$ cat src/rtl/pnorm_pkg.sv
// ----------------------------------------------------------------------------
// pnorm_pkg
// Shared types, request codes and configuration indexes for path_normalizer.
// ----------------------------------------------------------------------------
package pnorm_pkg;

	localparam int BUF_LEN_DEF = 256;
	localparam int CHAR_W      = 8;
	localparam int CFG_IDX_W   = 2;
	localparam int CFG_DATA_W  = 9;

	// configuration register indexes
	localparam logic [CFG_IDX_W-1:0] CFG_CAPACITY   = 2'd0;
	localparam logic [CFG_IDX_W-1:0] CFG_CHECK      = 2'd1;
	localparam logic [CFG_IDX_W-1:0] CFG_NAME_LIMIT = 2'd2;

	// request modes
	localparam logic [1:0] MODE_BASE = 2'd0;
	localparam logic [1:0] MODE_NAME = 2'd1;
	localparam logic [1:0] MODE_READ = 2'd2;
	localparam logic [1:0] MODE_NOP  = 2'd3;

	// result kinds
	localparam logic KIND_REPORT = 1'b0;
	localparam logic KIND_DATA   = 1'b1;

	localparam logic [CHAR_W-1:0] CH_SLASH = 8'h2F;
	localparam logic [CHAR_W-1:0] CH_DOT   = 8'h2E;

	typedef struct packed {
		logic [1:0]        mode;
		logic [CHAR_W-1:0] ch;
		logic              last;
		logic [7:0]        index;
	} pnorm_in_t;

	typedef struct packed {
		logic              kind;
		logic              ok;
		logic [8:0]        path_len;
		logic [CHAR_W-1:0] data_char;
	} pnorm_out_t;

endpackage

$ cat src/rtl/pnorm_ram.sv
// ----------------------------------------------------------------------------
// pnorm_ram
// Generic simple dual-port RAM: one write port, one read port, registered read.
// ----------------------------------------------------------------------------
module pnorm_ram #(
	parameter int WIDTH = 8,
	parameter int DEPTH = 256
) (
	input  logic                     clk,
	input  logic                     we,
	input  logic [$clog2(DEPTH)-1:0] waddr,
	input  logic [WIDTH-1:0]         wdata,
	input  logic [$clog2(DEPTH)-1:0] raddr,
	output logic [WIDTH-1:0]         rdata
);

	logic [WIDTH-1:0] mem [DEPTH];

	always_ff @(posedge clk) begin
		if (we) begin
			mem[waddr] <= wdata;
		end
		rdata <= mem[raddr];
	end

endmodule

$ cat src/rtl/path_normalizer.sv
// ----------------------------------------------------------------------------
// path_normalizer
// Streaming path canonicalizer: base and name characters build the resolved
// path in a character RAM; finish reports and read-back come out as results.
//
//   channel | signals                          | direction
//   --------+----------------------------------+----------
//   request | in_valid, in_stall, in_data      | in
//   result  | out_valid, out_stall, out_data   | out
//   config  | cfg_wen, cfg_idx, cfg_data       | in
//
// Base and name characters are taken in ST_RUN; the first name character that
// needs a '/' after the base also passes through ST_SEP (second RAM write). A
// read goes through ST_READ (registered RAM read). A ".." component walks back
// through the RAM, one character at a time, on the single read port.
// Reset clears control state only; the RAM needs no clearing pass.
// in_stall is high while a multi-cycle request runs or a result is held.
// ----------------------------------------------------------------------------
module path_normalizer
	import pnorm_pkg::*;
#(
	parameter int BUF_LEN = BUF_LEN_DEF
) (
	input  logic                  clk,
	input  logic                  arst_n,
	input  logic                  in_valid,
	output logic                  in_stall,
	input  pnorm_in_t             in_data,
	output logic                  out_valid,
	input  logic                  out_stall,
	output pnorm_out_t            out_data,
	input  logic                  cfg_wen,
	input  logic [CFG_IDX_W-1:0]  cfg_idx,
	input  logic [CFG_DATA_W-1:0] cfg_data
);

	localparam int AW = $clog2(BUF_LEN);
	localparam int LW = $clog2(BUF_LEN + 1);
	localparam int SW = ((LW > CFG_DATA_W) ? LW : CFG_DATA_W) + 2;

	// sequencer states
	localparam logic [2:0] ST_RUN      = 3'd0;
	localparam logic [2:0] ST_SEP      = 3'd1;
	localparam logic [2:0] ST_READ     = 3'd2;
	localparam logic [2:0] ST_POP_RD   = 3'd3;
	localparam logic [2:0] ST_POP_WAIT = 3'd4;

	// path phases
	localparam logic [1:0] PH_IDLE      = 2'd0;
	localparam logic [1:0] PH_BASE      = 2'd1;
	localparam logic [1:0] PH_NAME      = 2'd2;
	localparam logic [1:0] PH_BASE_DONE = 2'd3;

	// dot pattern of the current component
	localparam logic [1:0] DOTS_EMPTY = 2'd0;
	localparam logic [1:0] DOTS_ONE   = 2'd1;
	localparam logic [1:0] DOTS_TWO   = 2'd2;
	localparam logic [1:0] DOTS_NONE  = 2'd3;

	logic [2:0]            st_q, st_d;
	logic [1:0]            phase_q, phase_d;
	logic [LW-1:0]         len_q, len_d;
	logic [LW-1:0]         comp_q, comp_d;
	logic [LW-1:0]         scan_q, scan_d;
	logic [1:0]            dots_q, dots_d;
	logic                  failed_q, failed_d;
	logic                  ovf_q, ovf_d;
	logic                  slash_q, slash_d;
	logic                  fin_q, fin_d;
	logic [AW-1:0]         sep_addr_q, sep_addr_d;
	logic                  rd_hit_q, rd_hit_d;

	logic [CFG_DATA_W-1:0] cap_q;
	logic                  chk_q;
	logic [CFG_DATA_W-1:0] lim_q;

	logic                  mem_we;
	logic [AW-1:0]         mem_waddr;
	logic [CHAR_W-1:0]     mem_wdata;
	logic [AW-1:0]         mem_raddr;
	logic [CHAR_W-1:0]     mem_rdata;

	logic                  out_valid_q;
	pnorm_out_t            out_q;
	logic                  load;
	pnorm_out_t            load_word;

	logic                  acc;
	logic [SW-1:0]         eff_cap;

	logic                  is_slash, is_dot;
	logic [LW-1:0]         len_s, comp_s, comp_n, end_len, len_a;
	logic [1:0]            dots_s, dots_n, end_dots;
	logic                  failed_s, failed_n, need_sep;
	logic [SW-1:0]         pos;
	logic                  ch_we, do_end, do_pop, do_app;

	logic [LW-1:0]         rep_src, rep_len;
	logic                  rep_fail, rep_ok;
	pnorm_out_t            rep_word;
	logic                  pop_done, fin_now;

	pnorm_ram #(
		.WIDTH (CHAR_W),
		.DEPTH (BUF_LEN)
	) u_store (
		.clk   (clk),
		.we    (mem_we),
		.waddr (mem_waddr),
		.wdata (mem_wdata),
		.raddr (mem_raddr),
		.rdata (mem_rdata)
	);

	assign in_stall  = (st_q != ST_RUN) || (out_valid_q && out_stall);
	assign acc       = in_valid && !in_stall;
	assign out_valid = out_valid_q;
	assign out_data  = out_q;

	assign eff_cap = (SW'(cap_q) > SW'(BUF_LEN)) ? SW'(BUF_LEN) : SW'(cap_q);

	// name character: start of name, component tracking, end of component
	always_comb begin
		is_slash = in_data.ch == CH_SLASH;
		is_dot   = in_data.ch == CH_DOT;
		need_sep = 1'b0;
		if (phase_q != PH_NAME) begin
			len_s    = (phase_q == PH_IDLE || is_slash) ? '0 : len_q;
			comp_s   = '0;
			dots_s   = DOTS_EMPTY;
			failed_s = !is_slash && ovf_q && (phase_q != PH_IDLE);
			need_sep = !is_slash && !failed_s && (len_s != '0) && !slash_q;
			if (need_sep) begin
				len_s = len_s + LW'(1);
			end
		end else begin
			len_s    = len_q;
			comp_s   = comp_q;
			dots_s   = dots_q;
			failed_s = failed_q;
		end

		pos      = SW'(len_s) + SW'(comp_s);
		ch_we    = !failed_s && !is_slash && (pos < eff_cap);
		comp_n   = comp_s;
		dots_n   = dots_s;
		failed_n = failed_s;
		if (!failed_s && !is_slash) begin
			comp_n = comp_s + LW'(1);
			unique case (dots_s)
				DOTS_EMPTY: dots_n = is_dot ? DOTS_ONE : DOTS_NONE;
				DOTS_ONE:   dots_n = is_dot ? DOTS_TWO : DOTS_NONE;
				default:    dots_n = DOTS_NONE;
			endcase
			failed_n = (dots_n == DOTS_NONE) &&
				(SW'(len_s) + SW'(comp_n) + SW'(1) >= eff_cap);
		end

		end_len  = is_slash ? comp_s : comp_n;
		end_dots = is_slash ? dots_s : dots_n;
		do_end   = !failed_n && (is_slash || in_data.last);
		do_pop   = do_end && (end_len != '0) && (end_dots == DOTS_TWO);
		do_app   = do_end && (end_len != '0) && (end_dots == DOTS_NONE);
		len_a    = do_app ? (len_s + end_len + LW'(1)) : len_s;
	end

	// finish report; the stored path always ends in '/' here, so strip one
	always_comb begin
		rep_src  = (st_q == ST_RUN) ? len_a : scan_q;
		rep_fail = (st_q == ST_RUN) && failed_n;
		rep_len  = (rep_fail || rep_src == '0) ? '0 : (rep_src - LW'(1));
		rep_ok   = !rep_fail && (rep_len != '0) &&
			(!chk_q || (SW'(rep_len) <= SW'(lim_q)));
		rep_word.kind      = KIND_REPORT;
		rep_word.ok        = rep_ok;
		rep_word.path_len  = rep_ok ? 9'(rep_len) : '0;
		rep_word.data_char = '0;
	end

	always_comb begin
		st_d       = st_q;
		phase_d    = phase_q;
		len_d      = len_q;
		comp_d     = comp_q;
		dots_d     = dots_q;
		failed_d   = failed_q;
		ovf_d      = ovf_q;
		slash_d    = slash_q;
		scan_d     = scan_q;
		fin_d      = fin_q;
		sep_addr_d = sep_addr_q;
		rd_hit_d   = rd_hit_q;
		mem_we     = 1'b0;
		mem_waddr  = '0;
		mem_wdata  = '0;
		mem_raddr  = '0;
		load       = 1'b0;
		load_word  = rep_word;
		pop_done   = 1'b0;
		fin_now    = 1'b0;

		unique case (st_q)
			ST_RUN: begin
				if (acc) begin
					unique case (in_data.mode)
						MODE_BASE: begin
							if (phase_q != PH_BASE) begin
								len_d    = '0;
								ovf_d    = 1'b0;
								failed_d = 1'b0;
								comp_d   = '0;
								dots_d   = DOTS_EMPTY;
							end
							phase_d = in_data.last ? PH_BASE_DONE : PH_BASE;
							if (!ovf_d) begin
								if (SW'(len_d) + SW'(2) >= eff_cap) begin
									ovf_d = 1'b1;
								end else begin
									mem_we    = 1'b1;
									mem_waddr = AW'(len_d);
									mem_wdata = in_data.ch;
									len_d     = len_d + LW'(1);
									slash_d   = is_slash;
								end
							end
						end
						MODE_NAME: begin
							phase_d  = PH_NAME;
							failed_d = failed_n;
							comp_d   = is_slash ? '0 : comp_n;
							dots_d   = is_slash ? DOTS_EMPTY : dots_n;
							len_d    = len_a;
							if (ch_we) begin
								mem_we    = 1'b1;
								mem_waddr = AW'(pos);
								mem_wdata = in_data.ch;
							end else if (is_slash && do_app) begin
								mem_we    = 1'b1;
								mem_waddr = AW'(SW'(len_s) + SW'(end_len));
								mem_wdata = CH_SLASH;
							end
							// separator after the base goes in on the next cycle
							if (need_sep) begin
								sep_addr_d = AW'(len_s - LW'(1));
								st_d       = ST_SEP;
							end
							if (do_pop) begin
								len_d  = len_s;
								comp_d = '0;
								dots_d = DOTS_EMPTY;
								scan_d = (len_s == '0) ? '0 : (len_s - LW'(1));
								fin_d  = in_data.last;
								st_d   = ST_POP_RD;
							end else if (in_data.last) begin
								fin_now = 1'b1;
							end
						end
						MODE_READ: begin
							rd_hit_d = (SW'(in_data.index) < SW'(len_q)) &&
								(SW'(in_data.index) < SW'(BUF_LEN));
							mem_raddr = AW'(in_data.index);
							st_d      = ST_READ;
						end
						MODE_NOP: begin
						end
					endcase
				end
			end
			ST_SEP: begin
				mem_we    = 1'b1;
				mem_waddr = sep_addr_q;
				mem_wdata = CH_SLASH;
				st_d      = ST_RUN;
			end
			ST_READ: begin
				load                = 1'b1;
				load_word.kind      = KIND_DATA;
				load_word.ok        = 1'b0;
				load_word.path_len  = '0;
				load_word.data_char = rd_hit_q ? mem_rdata : '0;
				st_d                = ST_RUN;
			end
			ST_POP_RD: begin
				if (scan_q == '0) begin
					pop_done = 1'b1;
				end else begin
					mem_raddr = AW'(scan_q - LW'(1));
					st_d      = ST_POP_WAIT;
				end
			end
			ST_POP_WAIT: begin
				if (mem_rdata == CH_SLASH) begin
					pop_done = 1'b1;
				end else begin
					scan_d = scan_q - LW'(1);
					st_d   = ST_POP_RD;
				end
			end
			default: begin
				st_d = ST_RUN;
			end
		endcase

		if (pop_done) begin
			st_d    = ST_RUN;
			len_d   = scan_q;
			fin_d   = 1'b0;
			fin_now = fin_q;
		end

		if (fin_now) begin
			load      = 1'b1;
			load_word = rep_word;
			phase_d   = PH_IDLE;
			ovf_d     = 1'b0;
			comp_d    = '0;
			dots_d    = DOTS_EMPTY;
			failed_d  = 1'b0;
			len_d     = rep_ok ? rep_len : '0;
		end
	end

	always_ff @(posedge clk or negedge arst_n) begin
		if (!arst_n) begin
			st_q        <= ST_RUN;
			phase_q     <= PH_IDLE;
			len_q       <= '0;
			comp_q      <= '0;
			scan_q      <= '0;
			dots_q      <= DOTS_EMPTY;
			failed_q    <= 1'b0;
			ovf_q       <= 1'b0;
			slash_q     <= 1'b0;
			fin_q       <= 1'b0;
			out_valid_q <= 1'b0;
			cap_q       <= CFG_DATA_W'(256);
			chk_q       <= 1'b0;
			lim_q       <= CFG_DATA_W'(64);
		end else begin
			st_q     <= st_d;
			phase_q  <= phase_d;
			len_q    <= len_d;
			comp_q   <= comp_d;
			scan_q   <= scan_d;
			dots_q   <= dots_d;
			failed_q <= failed_d;
			ovf_q    <= ovf_d;
			slash_q  <= slash_d;
			fin_q    <= fin_d;
			if (load) begin
				out_valid_q <= 1'b1;
			end else if (!out_stall) begin
				out_valid_q <= 1'b0;
			end
			if (cfg_wen) begin
				unique case (cfg_idx)
					CFG_CAPACITY:   cap_q <= cfg_data;
					CFG_CHECK:      chk_q <= cfg_data[0];
					CFG_NAME_LIMIT: lim_q <= cfg_data;
					default: begin
					end
				endcase
			end
		end
	end

	always_ff @(posedge clk) begin
		sep_addr_q <= sep_addr_d;
		rd_hit_q   <= rd_hit_d;
		if (load) begin
			out_q <= load_word;
		end
	end

	a_read_slot_free: assert property (@(posedge clk) disable iff (!arst_n)
		st_q == ST_READ |-> !out_valid_q)
		else $error("read data arrives while a result is still held");

	a_read_delivers: assert property (@(posedge clk) disable iff (!arst_n)
		st_q == ST_READ |=> out_valid_q)
		else $error("read request produced no result");

	a_pop_no_write: assert property (@(posedge clk) disable iff (!arst_n)
		(st_q == ST_POP_RD || st_q == ST_POP_WAIT) |-> !mem_we)
		else $error("store written during component pop");

	a_pop_scan_nonzero: assert property (@(posedge clk) disable iff (!arst_n)
		st_q == ST_POP_WAIT |-> scan_q != '0)
		else $error("pop scan waiting on read below the start of the path");

endmodule
$ cat config.mk
export PLATFORM = sky130hd
export DESIGN_NAME = path_normalizer
export DESIGN_NICKNAME = d
export VERILOG_FILES = /design/src/rtl/pnorm_pkg.sv /design/src/rtl/pnorm_ram.sv /design/src/rtl/path_normalizer.sv
export SDC_FILE = /design/constraint.sdc
export NUM_CORES = 2
export LEC_CHECK = 0
export ABC_AREA = 1
export BUFFER_PORTS_ARGS = -buffer_cell sky130_fd_sc_hd__buf_4
export CAP_MARGIN = 25
export CORE_UTILIZATION = 25
export DETAILED_ROUTE_END_ITERATION = 6
export GPL_TIMING_DRIVEN = 1
export SYNTH_ARGS = -nofsm -noshare
export SYNTH_HDL_FRONTEND = slang
export SYNTH_SLANG_ARGS = --single-unit
export TNS_END_PERCENT = 5
$ cat constraint.sdc
create_clock -name clk -period 46.2 [get_ports clk]
set_input_delay 6.93 -clock clk [delete_from_list [all_inputs] [get_ports clk]]
set_output_delay 6.93 -clock clk [all_outputs]
set_load 0.005 [all_outputs]
==> impl_metrics.ini <==
[final_layout]
multi_input_area_sq_mm = 0.0238
drive_above_1_share = 0.120
nFillCells = 36364
final_nets = 7166
area_growth_pct = 14.1
regArea_sq_mm = 0.0640

[place]
port_buffers = 55
gp_congestion = 0.910
hpwl_mm = 157

[clock_tree]
clk_pin_slew_ps = 60
htree_levels = 4
cts_buffer_depth = 3
worstSkewPairLatency_ps = 880
holdBufCountCts = 0
post_cts.repair.setup_buffers = 0
cts.sink_count = 2142
root_buffer = clkbuf_16
cts_tree = built
cts_inserted_buffers = 211
cts_resized = 0

[route]
drcViolationCount = 0
first_pass_iters = 6
drt-total-wl_mm = 261
drt_iter0_drc = 7749
via_per_inst = 5.00
antenna_left = 0
vias = 59962
wl_per_cell_um = 21.7

[sta]
max_freq_ghz = 0.0659
finalMaxSlewViolations = 0
finalSetupTns_ps = 0
finClkSkew_ps = 62.8
slew_headroom = 0.236
setup_viol = 0
hold_violations = 0
finalCritPeriodShare = 0.328
tightestPinTransition_ps = 1140
fin_crit_ps = 15170
rsz0062_at_grt = false

[synth]
synth.distinct_cells = 60
synthCells = 7179
synth_edf_count = 2076
synth-compound-area-share = 0.127
synth_top_family_by_area = compound AO/OA/AOI/OAI gates
ys_seq_elements = 2142
seq_area_frac_synth = 0.707
synth-simple-area-share = 0.117
synth_nets = 7298
async_flop_share = 0.0271
synthAdderAreaFrac = 0.0119
yosys_warnings = 0
synth_xor_area_frac = 0.00512
synthMuxAreaShare = 0
synth_ff_type = edfxtp_1
syn_area_sq_mm = 0.0905
avgSynthCellArea_sq_um = 12.6

[power_and_ir_drop]
total_leakage_power_uw = 0.0330
power_density_mw_per_mm2 = 53.9
power_uw = 5570
ir_worst_vdd_v = 0.0000684

[flow_run]
maxCapViolations = 0

[status]
status = finished clean

[hold_path]
hold_path_class = flop to flop
whs_path_depth = 2

[setup_path]
crit_type = input port to flop
critPathMaxStageDelay_ps = 580
critPathLaunchType = input port
crit_fanout = 14
r2r_setup_slack_ps = 36940
cp-end-kind = flop
worst_r2r_path_depth = 51
path_buf_inv = 6
critPathTopFamily = simple AND/OR/NAND/NOR gates
cp_num_cells = 54
required_ps = 46950
crit_path_top_delay_cell = xor2_1
arrival_ps = 15920
cp_common_cell = nand2_1

[floorplan]
pin_count = 56
fp.dieArea_sq_mm = 0.364
die_h_um = 604
core_sq_mm = 0.359
rows = 220
initial_core_util = 0.252
fp.dieW_um = 604

[grt]
grt_overflow = 0
grt_max_degree = 248
grt_first_pass_wirelength_mm = 382
groute.usage.overall = 0.138
grt_pass1_vias = 58729
antenna_found_initial = 7
## cells in the final DEF (no fill, tap or decap), types with 203 or more instances in the layout
cell	n
edfxtp_1	2076
nor2_1	1380
o21ai_0	827
nand2_1	331
nand3_1	297
o221ai_1	271
o211ai_1	261
or2_2	257
o32ai_1	257
clkbuf_16	215
inv_1	203
## metrics by stage
step           setup WS, ps  cells  hold WS (ps)   util  area [sq um]
6_report              31030  11999           492  0.287        103000
5_1_grt               30270  11997           525  0.287        103000
4_1_cts               31210  11987           493  0.287        103000
3_5_place_dp          30400  11597           478  0.267         95900
3_3_place_gp          30390  11594           481  0.267         95800
2_1_floorplan         22010   7179           448      -         90500
## cells in the mapped netlist (5+ instances only)
cell	count	area share
inv_1	204	0.0085
o211ai_1	261	0.022
a21o_1	6	0.00050
buf_2	69	0.0038
dfrtp_1	56	0.015
nand3b_1	5	0.00041
nand2_2	20	0.0014
o32ai_1	257	0.025
nor2_1	1385	0.057
inv_2	29	0.0012
o21a_1	5	0.00041
a31oi_1	14	0.00097
nor3_1	18	0.0010
nand3_1	298	0.016
or2_2	257	0.018
nor4_1	8	0.00055
nand3_2	5	0.00055
o22ai_1	5	0.00035
dfxtp_1	8	0.0018
nor2_2	25	0.0017
nand2_4	5	0.00062
edfxtp_1	2076	0.69
o21ai_0	827	0.046
buf_1	18	0.00075
clkbuf_1	407	0.017
o221ai_1	271	0.026
xnor2_1	8	0.00077
nand4_1	29	0.0020
a211oi_1	6	0.00050
xor2_1	43	0.0042
a21oi_1	66	0.0037
ha_1	80	0.011
o21ai_1	7	0.00039
nand3_4	5	0.00097
nand2_1	345	0.014
## flip-flops by register name (all words and copies together), names as in the netlist
signal / count
len_q: 9
phase_q: 2
out_data: 19
dots_q: 2
st_q: 3
chk_q: 1
rd_hit_q: 1
scan_q: 9
out_valid: 1
u_store.mem: 2048
comp_q: 9
slash_q: 1
lim_q: 9
cap_q: 9
u_store.rdata: 8
failed_q: 1
fin_q: 1
ovf_q: 1
sep_addr_q: 8
## layer usage
layer	global-route usage	vias up	routed length, um
met1	0.190	29762	110000
li1	-	26590	-
met3	0.0245	508	23600
met2	0.216	3100	117000
met5	0	-	10
met4	0.0535	2	9920
## worst min-delay path, cell delays in order (launching register included)
cell,delay (ps)
dfrtp_1,350
nand2_1,50
o21ai_0,60
## worst paths after layout
check                        endpoint        start
max                          len_q[5]  in_data[13]
min                          lim_q[1]     lim_q[1]
max reg2reg                  len_q[5]   phase_q[1]
min reg2reg                  lim_q[1]     lim_q[1]
max in group asynchronous   comp_q[8]       arst_n
min in group asynchronous  phase_q[0]       arst_n
## cell families after synthesis
group | count (synthesis)
and+or+nand+nor | 2417
adders and majority gates | 84
AOI/OAI and AO/OA | 1749
buffers and inverters | 735
DFF | 2142
xor gates and xnor gates | 52
## cell type report
type	count	share of cell area
timing repair buffer	153	0.0139
antenna	2	0.0000485
multi-input combinational	4302	0.231
sequential	2142	0.619
clock inverter	138	0.0156
clock buffer	252	0.0536
inverter	237	0.00871
tap	4773	0.0578
## power by group
| group | switching, uW | internal (uW) |
|---|---|---|
| combinational | 1070 | 364 |
| sequential | 29.6 | 2340 |
| clock | 754 | 1010 |
| total | 1860 | 3710 |
Power figures use the tool's default switching activity.
